## config.mk

```make
export PLATFORM = sky130hd
export DESIGN_NAME = utf8_to_code_point_decoder
export DESIGN_NICKNAME = d
export VERILOG_FILES = /design/src/utf8d_pkg.sv /design/src/utf8d_front.sv /design/src/utf8d_queue.sv /design/src/utf8d_back.sv /design/src/utf8_to_code_point_decoder.sv
export SDC_FILE = /design/constraint.sdc
export NUM_CORES = 1
export LEC_CHECK = 0
export BUFFER_PORTS_ARGS = -buffer_cell sky130_fd_sc_hd__buf_4
export CAP_MARGIN = 10
export CORE_ASPECT_RATIO = 1.2
export CORE_MARGIN = 2
export CORE_UTILIZATION = 35
export DETAILED_ROUTE_END_ITERATION = 10
export GPL_TIMING_DRIVEN = 0
export PLACE_DENSITY = 0.57
export REMOVE_ABC_BUFFERS = 1
export SYNTH_ARGS = -nofsm -noshare
export SYNTH_HDL_FRONTEND = slang
export SYNTH_SLANG_ARGS = --single-unit
```

## constraint.sdc

```tcl
create_clock -name clk -period 2.95 [get_ports clk]
set_input_delay 0.59 -clock clk [delete_from_list [all_inputs] [get_ports clk]]
set_output_delay 0.59 -clock clk [all_outputs]
set_load 0.05 [all_outputs]
```

## src/utf8d_pkg.sv

```systemverilog
// types and constants shared by the utf-8 decoder modules
`default_nettype none

package utf8d_pkg;

	localparam int CP_W = 21;

	localparam logic [CP_W-1:0] CP_REPLACEMENT = 21'h00fffd;
	localparam logic [CP_W-1:0] CP_MAX         = 21'h10ffff;

	localparam logic [7:0] LEAD4_MIN = 8'hf0;
	localparam logic [7:0] LEAD3_MIN = 8'he0;
	localparam logic [7:0] LEAD2_MIN = 8'hc0;
	localparam logic [1:0] CONT_TAG  = 2'b10;

	typedef struct packed {
		logic [7:0] byte_in;
		logic       string_end;
	} in_item_t;

	typedef struct packed {
		logic [CP_W-1:0] code_point;
		logic            run_last;
		logic            string_done;
	} out_item_t;

	// all results caused by one input byte
	typedef struct packed {
		logic      dual;
		out_item_t r0;
		out_item_t r1;
	} entry_t;

endpackage

`default_nettype wire

```

## src/utf8d_front.sv

```systemverilog
// front part: accepts bytes, tracks the open sequence and forms result entries
`default_nettype none

module utf8d_front import utf8d_pkg::*; (
	input  wire logic     clk,
	input  wire logic     arst_n,
	input  wire logic     accept,
	input  wire in_item_t item,
	output logic          wr,
	output entry_t        wr_entry
);

	logic [1:0]      pend_q;
	logic [CP_W-1:0] part_q;

	logic [1:0]      pend_d;
	logic [CP_W-1:0] part_d;
	logic [1:0]      n;
	logic [CP_W-1:0] cp0;
	logic [CP_W-1:0] cp1;
	logic [CP_W-1:0] merged;
	logic            as_lead;
	logic [7:0]      b;

	always_comb begin
		b       = item.byte_in;
		pend_d  = pend_q;
		part_d  = part_q;
		n       = 2'd0;
		cp0     = CP_REPLACEMENT;
		cp1     = CP_REPLACEMENT;
		as_lead = 1'b1;
		merged  = {part_q[CP_W-7:0], b[5:0]};

		if (pend_q != 2'd0) begin
			if (b[7:6] == CONT_TAG) begin
				as_lead = 1'b0;
				part_d  = merged;
				pend_d  = pend_q - 2'd1;
				if (pend_d == 2'd0) begin
					cp0    = (merged > CP_MAX) ? CP_REPLACEMENT : merged;
					n      = 2'd1;
					part_d = '0;
				end
			end else begin
				// missing continuation, byte then taken again as a lead
				cp0    = CP_REPLACEMENT;
				n      = 2'd1;
				pend_d = 2'd0;
				part_d = '0;
			end
		end

		if (as_lead) begin
			priority if (b >= LEAD4_MIN) begin
				part_d = CP_W'(b[2:0]);
				pend_d = 2'd3;
			end else if (b >= LEAD3_MIN) begin
				part_d = CP_W'(b[3:0]);
				pend_d = 2'd2;
			end else if (b >= LEAD2_MIN) begin
				part_d = CP_W'(b[4:0]);
				pend_d = 2'd1;
			end else begin
				if (n == 2'd0) cp0 = CP_W'(b);
				else cp1 = CP_W'(b);
				n = n + 2'd1;
			end
		end

		if (item.string_end) begin
			if (pend_d != 2'd0) begin
				if (n == 2'd0) cp0 = CP_REPLACEMENT;
				else cp1 = CP_REPLACEMENT;
				n = n + 2'd1;
			end
			pend_d = 2'd0;
			part_d = '0;
		end
	end

	always_comb begin
		wr                     = accept && (n != 2'd0);
		wr_entry.dual          = (n == 2'd2);
		wr_entry.r0.code_point = cp0;
		wr_entry.r0.run_last   = (n != 2'd2);
		wr_entry.r0.string_done = (n != 2'd2) && item.string_end;
		wr_entry.r1.code_point = cp1;
		wr_entry.r1.run_last   = 1'b1;
		wr_entry.r1.string_done = item.string_end;
	end

	always_ff @(posedge clk or negedge arst_n) begin
		if (!arst_n) begin
			pend_q <= 2'd0;
			part_q <= '0;
		end else if (accept) begin
			pend_q <= pend_d;
			part_q <= part_d;
		end
	end

endmodule

`default_nettype wire

```

## src/utf8d_queue.sv

```systemverilog
// small entry queue between the front and back parts
`default_nettype none

module utf8d_queue import utf8d_pkg::*; #(
	parameter int DEPTH = 4
) (
	input  wire logic   clk,
	input  wire logic   arst_n,
	input  wire logic   wr,
	input  wire entry_t wr_entry,
	input  wire logic   rd,
	output entry_t      rd_entry,
	output logic        q_empty,
	output logic        q_full
);

	localparam int PW = (DEPTH > 1) ? $clog2(DEPTH) : 1;
	localparam int CW = $clog2(DEPTH + 1);

	entry_t        mem_q [DEPTH];
	logic [PW-1:0] wptr_q;
	logic [PW-1:0] rptr_q;
	logic [CW-1:0] count_q;

	function automatic logic [PW-1:0] ptr_next(input logic [PW-1:0] p);
		ptr_next = (p == PW'(DEPTH - 1)) ? '0 : p + PW'(1);
	endfunction

	assign rd_entry = mem_q[rptr_q];
	assign q_empty  = (count_q == '0);
	assign q_full   = (count_q == CW'(DEPTH));

	always_ff @(posedge clk) begin
		if (wr) begin
			mem_q[wptr_q] <= wr_entry;
		end
	end

	always_ff @(posedge clk or negedge arst_n) begin
		if (!arst_n) begin
			wptr_q  <= '0;
			rptr_q  <= '0;
			count_q <= '0;
		end else begin
			if (wr) wptr_q <= ptr_next(wptr_q);
			if (rd) rptr_q <= ptr_next(rptr_q);
			if (wr && !rd) count_q <= count_q + CW'(1);
			else if (rd && !wr) count_q <= count_q - CW'(1);
		end
	end

endmodule

`default_nettype wire

```

## src/utf8d_back.sv

```systemverilog
// back part: splits entries into single results and holds the output register
`default_nettype none

module utf8d_back import utf8d_pkg::*; (
	input  wire logic   clk,
	input  wire logic   arst_n,
	input  wire logic   q_empty,
	input  wire entry_t rd_entry,
	output logic        rd,
	input  wire logic   pop,
	output logic        empty,
	output out_item_t   result
);

	logic      sel_q;
	logic      out_valid_q;
	out_item_t out_q;
	logic      load;
	out_item_t cur;

	assign cur    = sel_q ? rd_entry.r1 : rd_entry.r0;
	assign load   = !q_empty && (!out_valid_q || pop);
	assign rd     = load && (sel_q == rd_entry.dual);
	assign empty  = !out_valid_q;
	assign result = out_q;

	always_ff @(posedge clk) begin
		if (load) out_q <= cur;
	end

	always_ff @(posedge clk or negedge arst_n) begin
		if (!arst_n) begin
			sel_q       <= 1'b0;
			out_valid_q <= 1'b0;
		end else begin
			if (load) begin
				out_valid_q <= 1'b1;
				sel_q       <= rd ? 1'b0 : 1'b1;
			end else if (pop) begin
				out_valid_q <= 1'b0;
			end
		end
	end

endmodule

`default_nettype wire

```

## src/utf8_to_code_point_decoder.sv

```systemverilog
// top level of the lenient utf-8 to code point decoder
//
// input side is a queue: drive item and push, a transaction happens at a
// clock edge with push high and full low. one byte per transaction, with
// string_end marking the final byte of a string.
// output side is a queue: while empty is low the oldest code point sits on
// result; a transaction happens at an edge with pop high and empty low.
// each byte causes zero, one or two results; run_last flags the last one
// of a byte and string_done the last one of a string.
// a byte can be taken every cycle while full is low; the front decodes it
// in the accept cycle and writes an entry into a DEPTH-entry queue. the
// back unloads one result per cycle into the output register while it is
// empty or popped, so the first result of a byte passes the queue and then
// the output register before it can be popped. bytes giving two results are
// unloaded one at a time, which sets the sustained rate when they repeat.
// when the receiver stalls the queue fills and full rises; nothing is lost.
// reset clears the open sequence, the queue and the output register.
`default_nettype none

module utf8_to_code_point_decoder import utf8d_pkg::*; #(
	parameter int DEPTH = 4
) (
	input  wire logic     clk,
	input  wire logic     arst_n,
	input  wire logic     push,
	output logic          full,
	input  wire in_item_t item,
	output logic          empty,
	input  wire logic     pop,
	output out_item_t     result
);

	logic   accept;
	logic   wr;
	entry_t wr_entry;
	logic   rd;
	entry_t rd_entry;
	logic   q_empty;
	logic   q_full;

	assign full   = q_full;
	assign accept = push && !q_full;

	utf8d_front u_front (
		.clk      (clk),
		.arst_n   (arst_n),
		.accept   (accept),
		.item     (item),
		.wr       (wr),
		.wr_entry (wr_entry)
	);

	utf8d_queue #(
		.DEPTH (DEPTH)
	) u_queue (
		.clk      (clk),
		.arst_n   (arst_n),
		.wr       (wr),
		.wr_entry (wr_entry),
		.rd       (rd),
		.rd_entry (rd_entry),
		.q_empty  (q_empty),
		.q_full   (q_full)
	);

	utf8d_back u_back (
		.clk      (clk),
		.arst_n   (arst_n),
		.q_empty  (q_empty),
		.rd_entry (rd_entry),
		.rd       (rd),
		.pop      (pop),
		.empty    (empty),
		.result   (result)
	);

endmodule

`default_nettype wire
```

# After elaboration in Yosys (flattened, before gate mapping)
# Memory sizes are Yosys's and may differ from the RTL's.
# Index checks and enable logic that the tools add are counted.
# classes
add_sub_neg	7
order_cmp	4
n_eq_ne	7
muxes	56
n_reduce_logical	22
# ops
cell	n
$mux 21	27
$mux 2	16
$ge 8x8->1 const B	3
$mux 23	1
$gt 21x21->1 const B	1
$mux 16	1
$reduce_bool 2->1	5
$mux 1	9
$add 2x1->2 const B	4
$eq 2x2->1 const B	4
$logic_and 1x1->1	7
$logic_not 2->1	3
$mux 3	2
$logic_not 1->1	5
$add 3x1->3 const B	1
$eq 3x3->1 const B	1
$logic_not 3->1	1
$sub 3x1->3 const B	1
$ne 2x2->1 const B	1
$sub 2x1->2 const B	1
$eq 1x1->1	1
$logic_or 1x1->1	1
# totals
ff_bits	55
ramBits	184
inputBits	13
output_inout_bits	25
wordCells	107
mem_count	1
# mem_list
name	words	width	rd	rd_clocked_by_memory_dff	wr	line	source
u_queue.mem_q	4	46	1	0	1	utf8d_queue.sv:20	entry_t mem_q [DEPTH];

# Logic depth before layout (Yosys ltp)
# depth
depth_word	19
ltp_mapped	14
ltp_nobuf	14

# Cells and area by module
# Synthesis repeated with hierarchy kept, for this count alone.
# unflattened
hier_cells	497
hier_area_um2	9754.4
# modules_own_cells
module	instances	cells_per_inst	area_per_inst_um2	seq_area_each_um2
utf8d_queue	1	282	7219.4	5820.6
utf8d_front	1	155	1347.5	425.4
utf8d_back	1	59	1173.6	740.7
utf8_to_code_point_decoder	1	1	13.8	0.0

# Worst setup path after synthesis
# OpenSTA, ideal clock, no wires.
# synth_path
path_type	reg-to-reg
startpoint	register u_queue.count_q[0]
endpoint	register u_queue.count_q[1]
setup_ns	0.125
t_arrival_ns	3.259
t_required_ns	2.825
path_slack_ns	-0.433
path_stages_with_launch	9
path_buffers	0
synth_period_minus_slack_ns	3.383
path_cell_list	dfrtp_1 > nor3b_1 > nor2b_1 > o211ai_1 > mux2i_4 > ha_1 > inv_1 > fa_1 > mux2_2
# synth_via
elab_chain_len	7
elab_cells_between_ends	17
classes_between	add/sub (2); eq/ne (1); mux (2); reduce/logical (12)
# synth_rtl
element	line	source
from (decl)	utf8d_queue.sv:23	logic [CW-1:0] count_q;
from (signal assigned)	utf8d_queue.sv:47	if (wr && !rd) count_q <= count_q + CW'(1);
from (signal assigned)	utf8d_queue.sv:48	else if (rd && !wr) count_q <= count_q - CW'(1);
$eq 3x3->1 (*)	utf8d_queue.sv:31	assign q_full = (count_q == CW'(DEPTH));
named net full	utf8_to_code_point_decoder.sv:26	output logic full,
$logic_not 1->1 (*)	utf8_to_code_point_decoder.sv:42	assign accept = push && !q_full;
$logic_and 1x1->1 (*)	utf8_to_code_point_decoder.sv:42	
$logic_and 1x1->1 (*)	utf8d_front.sv:83	wr = accept && (n != 2'd0);
named net u_front.wr	utf8d_front.sv:9	output logic wr,
$logic_not 1->1	utf8d_queue.sv:48	
$logic_and 1x1->1	utf8d_queue.sv:48	
$reduce_bool 2->1 (no source line)	n/a	
# Mark *: on every way through the listed nets, which the timed path passes. The rest lies on a longest branch. The select of a mux whose other input is x is not followed.
# A chain may end at the register's enable or synchronous reset.

# Worst setup path after layout
# layout_path
startpoint	register u_front.pend_q[1]
endpoint	register u_queue.count_q[1]
# layout_via
elab_chain_len	18
elab_cells_between_ends	29
classes_between	add/sub (3); mux (17); reduce/logical (9)
# layout_rtl
element	line	source
from (decl)	utf8d_front.sv:13	logic [1:0] pend_q;
from (signal assigned)	utf8d_front.sv:98	pend_q <= pend_d;
$sub 2x1->2	utf8d_front.sv:39	pend_d = pend_q - 2'd1;
$logic_not 2->1	utf8d_front.sv:40	if (pend_d == 2'd0) begin
$mux 1	utf8d_front.sv:40	
$mux 1	utf8d_front.sv:36	if (b[7:6] == CONT_TAG) begin
$mux 2	utf8d_front.sv:35	if (pend_q != 2'd0) begin
$add 2x1->2	utf8d_front.sv:67	n = n + 2'd1;
$mux 2	utf8d_front.sv:61	end else if (b >= LEAD2_MIN) begin
$mux 2	utf8d_front.sv:58	end else if (b >= LEAD3_MIN) begin
(+3 left out)	n/a	
$mux 2	utf8d_front.sv:72	if (pend_d != 2'd0) begin
$mux 2 (*)	utf8d_front.sv:71	if (item.string_end) begin
$reduce_bool 2->1 (*)	utf8d_front.sv:83	
$logic_and 1x1->1 (*)	utf8d_front.sv:83	
named net u_front.wr	utf8d_front.sv:9	
$logic_not 1->1	utf8d_queue.sv:48	
$logic_and 1x1->1	utf8d_queue.sv:48	
$reduce_bool 2->1 (no source line)	n/a	
# Mark *: on every way through the listed nets, which the timed path passes. The rest lies on a longest branch.

==> summary.txt <==
==========================================================================================
Arrival @ worst endpoint                                                           3.30 ns
FMAX                                                                            0.3344 GHz
First-iteration detailed-routing DRC count                                             288
Peak ir drop on the vdd network                                                0.0005862 V
Flop2flop setup slack                                                             -0.04 ns
Top-level port count                                                                    38
Slew at the pin closest to its max-slew limit                                    0.9444 ns
CP Launch Point                                                               u_front.pend_q[1]$_DFFE_PN0P_
Area share of the leading cell type in the synthesized netlist                      62.13%
TritonCTS clock tree                                                                   yes
Number of flops mapped to enable cells by yosys                                        159
Overflow left after global routing                                                       0
Mux share of post-synthesis cell area                                               12.62%
Clock edge transition at the registers on the reported setup and hold paths        0.07 ns
Antenna Nets Post-Route                                                                  0
Row count                                                                               59
Mapped Area                                                                     7685 sq um
Total Negative Setup Slacks                                                     -0.1853 ns
Clock insertion delay at the later pin of the skew report                          0.43 ns
Final critical-path share of the clock period                                       101.4%
Area fraction in compound gates after synthesis                                     6.578%
First-pass DRT Iterations                                                                5
Endpoint of the most critical setup path                                      u_queue.count_q[1]$_DFFE_PN0P_
Number of global-route vias before repair                                            4,318
Clock period minus worst slack                                                    2.990 ns
Path class of the lowest-slack min-delay path                                  in -> async
Die outline height                                                                166.3 um
Main area contributors after synthesis                                        sky130_fd_sc_hd__edfxtp_1, sky130_fd_sc_hd__mux4_2, sky130_fd_sc_hd__dfrtp_1, sky130_fd_sc_hd__ha_1, sky130_fd_sc_hd__mux2_2
Final count of pins violating max slew                                                   0
Top fanout value on the critical path                                                    7
Number of nets in the layout                                                           522
Worst slack, placed                                                             -0.7832 ns
WL final                                                                          14.72 mm
Initial standard-cell utilization of the core                                       35.53%
Critical Path RT                                                                   3.26 ns
Final Hold Vio Count                                                                     0
Most frequently used flop master after synthesis                              sky130_fd_sc_hd__edfxtp_1
Core Box Area                                                                 21,630 sq um
Worst relative slew slack                                                           36.62%
Met3 usage                                                                          3.403%
Hold Worst Slack                                                                0.06577 ns
Final worst slack                                                              -0.04040 ns
Worst flop-to-flop path startpoint                                            u_front.pend_q[1]$_DFFE_PN0P_
Average detailed-routed wire length per instance                                  18.75 um
Total power divided by cell area                                              1106 nW/um^2
Met2 global-route usage                                                             23.34%
Final count of negative-setup-slack endpoints                                           18
Number of max-cap violations                                                             0
RePlAce Congestion                                                                  0.8022
IO Port Bufs                                                                            37
Number of CTS-inserted buffers                                                          17
Root buffer selected by CTS                                                   sky130_fd_sc_hd__clkbuf_16
Synthesized area per cell                                                      17.63 sq um
Area share of and/or/nand/nor cells after synthesis                                 5.519%
Clock Sink Count                                                                       185
Worst setup SP type                                                                   flop
HPWL reported at the end of detailed placement                                    9.560 mm
GRT Total Usage                                                                     13.44%
Standby leakage power                                                             3.236 nW
Filler instances                                                                     1,919
Fraction of synthesis flops using an asynchronous set or reset pin                  14.05%
Post-Synth Adder-Cell Area                                                          1.889%
Worst-case clock buffer depth                                                            2
Die width                                                                         139.3 um
Worst-case clock skew                                                          0.008057 ns
Most common cell in the synthesized netlist                                   sky130_fd_sc_hd__edfxtp_1
Share of layout cells above drive strength 1                                        34.64%
N_diodes                                                                                 0
Reg2Reg Depth                                                                           12
Part of the Yosys area used for sequential elements                                 70.60%
Via count of the routed design                                                       3,974
Die outline area                                                              23,160 sq um
Post-synthesis xor/xnor area fraction                                              0.5698%
Category of the worst setup path capture point                                        flop
Maximum number of pins on one net before global-route repair                            27
Netlist cell types                                                                      60
RSZ-0062 raised after global routing                                                   yes
Met1 routing resource usage after global routing                                    16.21%
Most frequent cells after synthesis                                           sky130_fd_sc_hd__edfxtp_1, sky130_fd_sc_hd__mux4_2, sky130_fd_sc_hd__dfrtp_1
Drt drc                                                                                  0
Top cell type by total area after synthesis                                   sky130_fd_sc_hd__edfxtp_1
Count of synthesis-stage warnings from yosys                                             0
Synth-to-Final Area Change                                                          19.65%
Post-synthesis register bit count                                                      185
Number of H-tree levels                                                                  4
Number of antenna violations at the first check in global routing                        0
Critical path type                                                              reg -> reg
Critical register-to-register path endpoint                                   u_queue.count_q[1]$_DFFE_PN0P_
Most congested layer reported by global routing                                       met2
Vias per cell                                                                        5.062
Combinational family with the most area after synthesis                       multiplexers
Wire length of the first global-routing pass                                      23.81 mm
Violations in the final reports                                               setup timing
Run status                                                                    complete, but fails checks
Cells after synthesis                                                                  436
==========================================================================================
[final cells by class]
type	count	area, sq um	area share [%]
sequential	185	5429	59.04
multi-input combinational	210	2161	23.50
timing repair buffer	59	565.5	6.150
clock buffer	18	429.2	4.667
tap	274	342.8	3.728
clock inverter	14	171.4	1.864
inverter	25	96.34	1.048
[stage by stage]
stage	cells	area, sq um	total power, mW	utilization, %
finish	785	9195	10.17	42.51
detailed placement	738	8402	7.760	38.84
floorplan	420	7607	6.583	-
CTS	783	9139	10.23	42.25
global placement	731	8228	7.519	38.04
global route	785	9195	10.72	42.51
[layout by cell type (no fill, tap or decap), types with 3 or more instances in the layout]
| cell | count |
|---|---|
| sky130_fd_sc_hd__edfxtp_1 | 159 |
| sky130_fd_sc_hd__buf_4 | 51 |
| sky130_fd_sc_hd__mux4_2 | 34 |
| sky130_fd_sc_hd__dfrtp_1 | 23 |
| sky130_fd_sc_hd__inv_1 | 20 |
| sky130_fd_sc_hd__nor2_1 | 19 |
| sky130_fd_sc_hd__o21ai_0 | 19 |
| sky130_fd_sc_hd__clkbuf_16 | 17 |
| sky130_fd_sc_hd__nand2_1 | 15 |
| sky130_fd_sc_hd__a22o_1 | 13 |
| sky130_fd_sc_hd__mux2_2 | 11 |
| sky130_fd_sc_hd__nor2b_1 | 8 |
| sky130_fd_sc_hd__ha_1 | 8 |
| sky130_fd_sc_hd__nand2b_1 | 7 |
| sky130_fd_sc_hd__or2_2 | 6 |
| sky130_fd_sc_hd__and3_1 | 5 |
| sky130_fd_sc_hd__buf_12 | 5 |
| sky130_fd_sc_hd__inv_2 | 4 |
| sky130_fd_sc_hd__a21oi_1 | 4 |
| sky130_fd_sc_hd__and2_2 | 4 |
| sky130_fd_sc_hd__xnor2_1 | 3 |
| sky130_fd_sc_hd__clkinvlp_4 | 3 |
| sky130_fd_sc_hd__bufinv_16 | 3 |
| sky130_fd_sc_hd__clkinv_4 | 3 |
| sky130_fd_sc_hd__buf_16 | 3 |
| sky130_fd_sc_hd__dfrtp_2 | 3 |
[routing by layer]
layer  up-vias  wire length, um
met5         -                0
met4         0              236
met3        14              476
met2        76             7875
met1      2056             6126
li1       1828                -
[where the power goes]
group | switching, mW | internal (mW) | total [mW] | leakage (nW)
clock | 0.973 | 1.34 | 2.31 | 0.283
sequential | 0.369 | 3.81 | 4.18 | 1.76
combinational | 2.08 | 1.61 | 3.69 | 1.19
[critical path, cell delays in order (launching register included)]
cell	delay, ns
sky130_fd_sc_hd__dfrtp_2	0.46
sky130_fd_sc_hd__inv_4	0.08
sky130_fd_sc_hd__ha_4	0.15
sky130_fd_sc_hd__or2b_4	0.28
sky130_fd_sc_hd__o211ai_4	0.10
sky130_fd_sc_hd__mux2i_2	0.26
sky130_fd_sc_hd__ha_1	0.28
sky130_fd_sc_hd__o21ai_2	0.17
sky130_fd_sc_hd__mux2i_4	0.12
sky130_fd_sc_hd__ha_2	0.21
sky130_fd_sc_hd__inv_2	0.06
sky130_fd_sc_hd__fa_2	0.43
sky130_fd_sc_hd__mux2_2	0.27
[kinds of logic after synthesis]
family          Yosys count
mux                      50
buf+inv                  41
xor+xnor                  5
simple gates             79
flops                   185
fa+ha+maj                11
compound gates           65
[state kept, by name, indices dropped and copies added (netlist names)]
register and cells:
u_queue.mem_q 136, u_back.result 23, u_front.part_q 15, u_queue.count_q 3
u_front.pend_q 2, u_queue.rptr_q 2, u_queue.wptr_q 2, u_back.out_valid_q 1
u_back.sel_q 1
[how the worst min path moves through the flow]
stage	to	slack [ns]	cells past startpoint
floorplan	u_back.out_valid_q$_DFFE_PN0P_	0.29	0
global placement	u_queue.count_q[2]$_DFFE_PN0P_	0.47	1
detailed placement	u_queue.count_q[2]$_DFFE_PN0P_	0.47	1
CTS	u_queue.count_q[2]$_DFFE_PN0P_	0.06	1
global route	u_queue.count_q[2]$_DFFE_PN0P_	0.08	1
finish	u_back.out_valid_q$_DFFE_PN0P_	0.07	1
[repair_timing]
item / in CTS / in global routing
hold buffers: 0 / 0
endpoints found under the hold margin: 0 / 0
setup endpoints to repair: 257 / 141
pin swaps: 9 / 6
cloned: 0 / 0
setup buffers: 13 / 1
resized for setup: 14 / 3
Power figures use the tool's default switching activity.
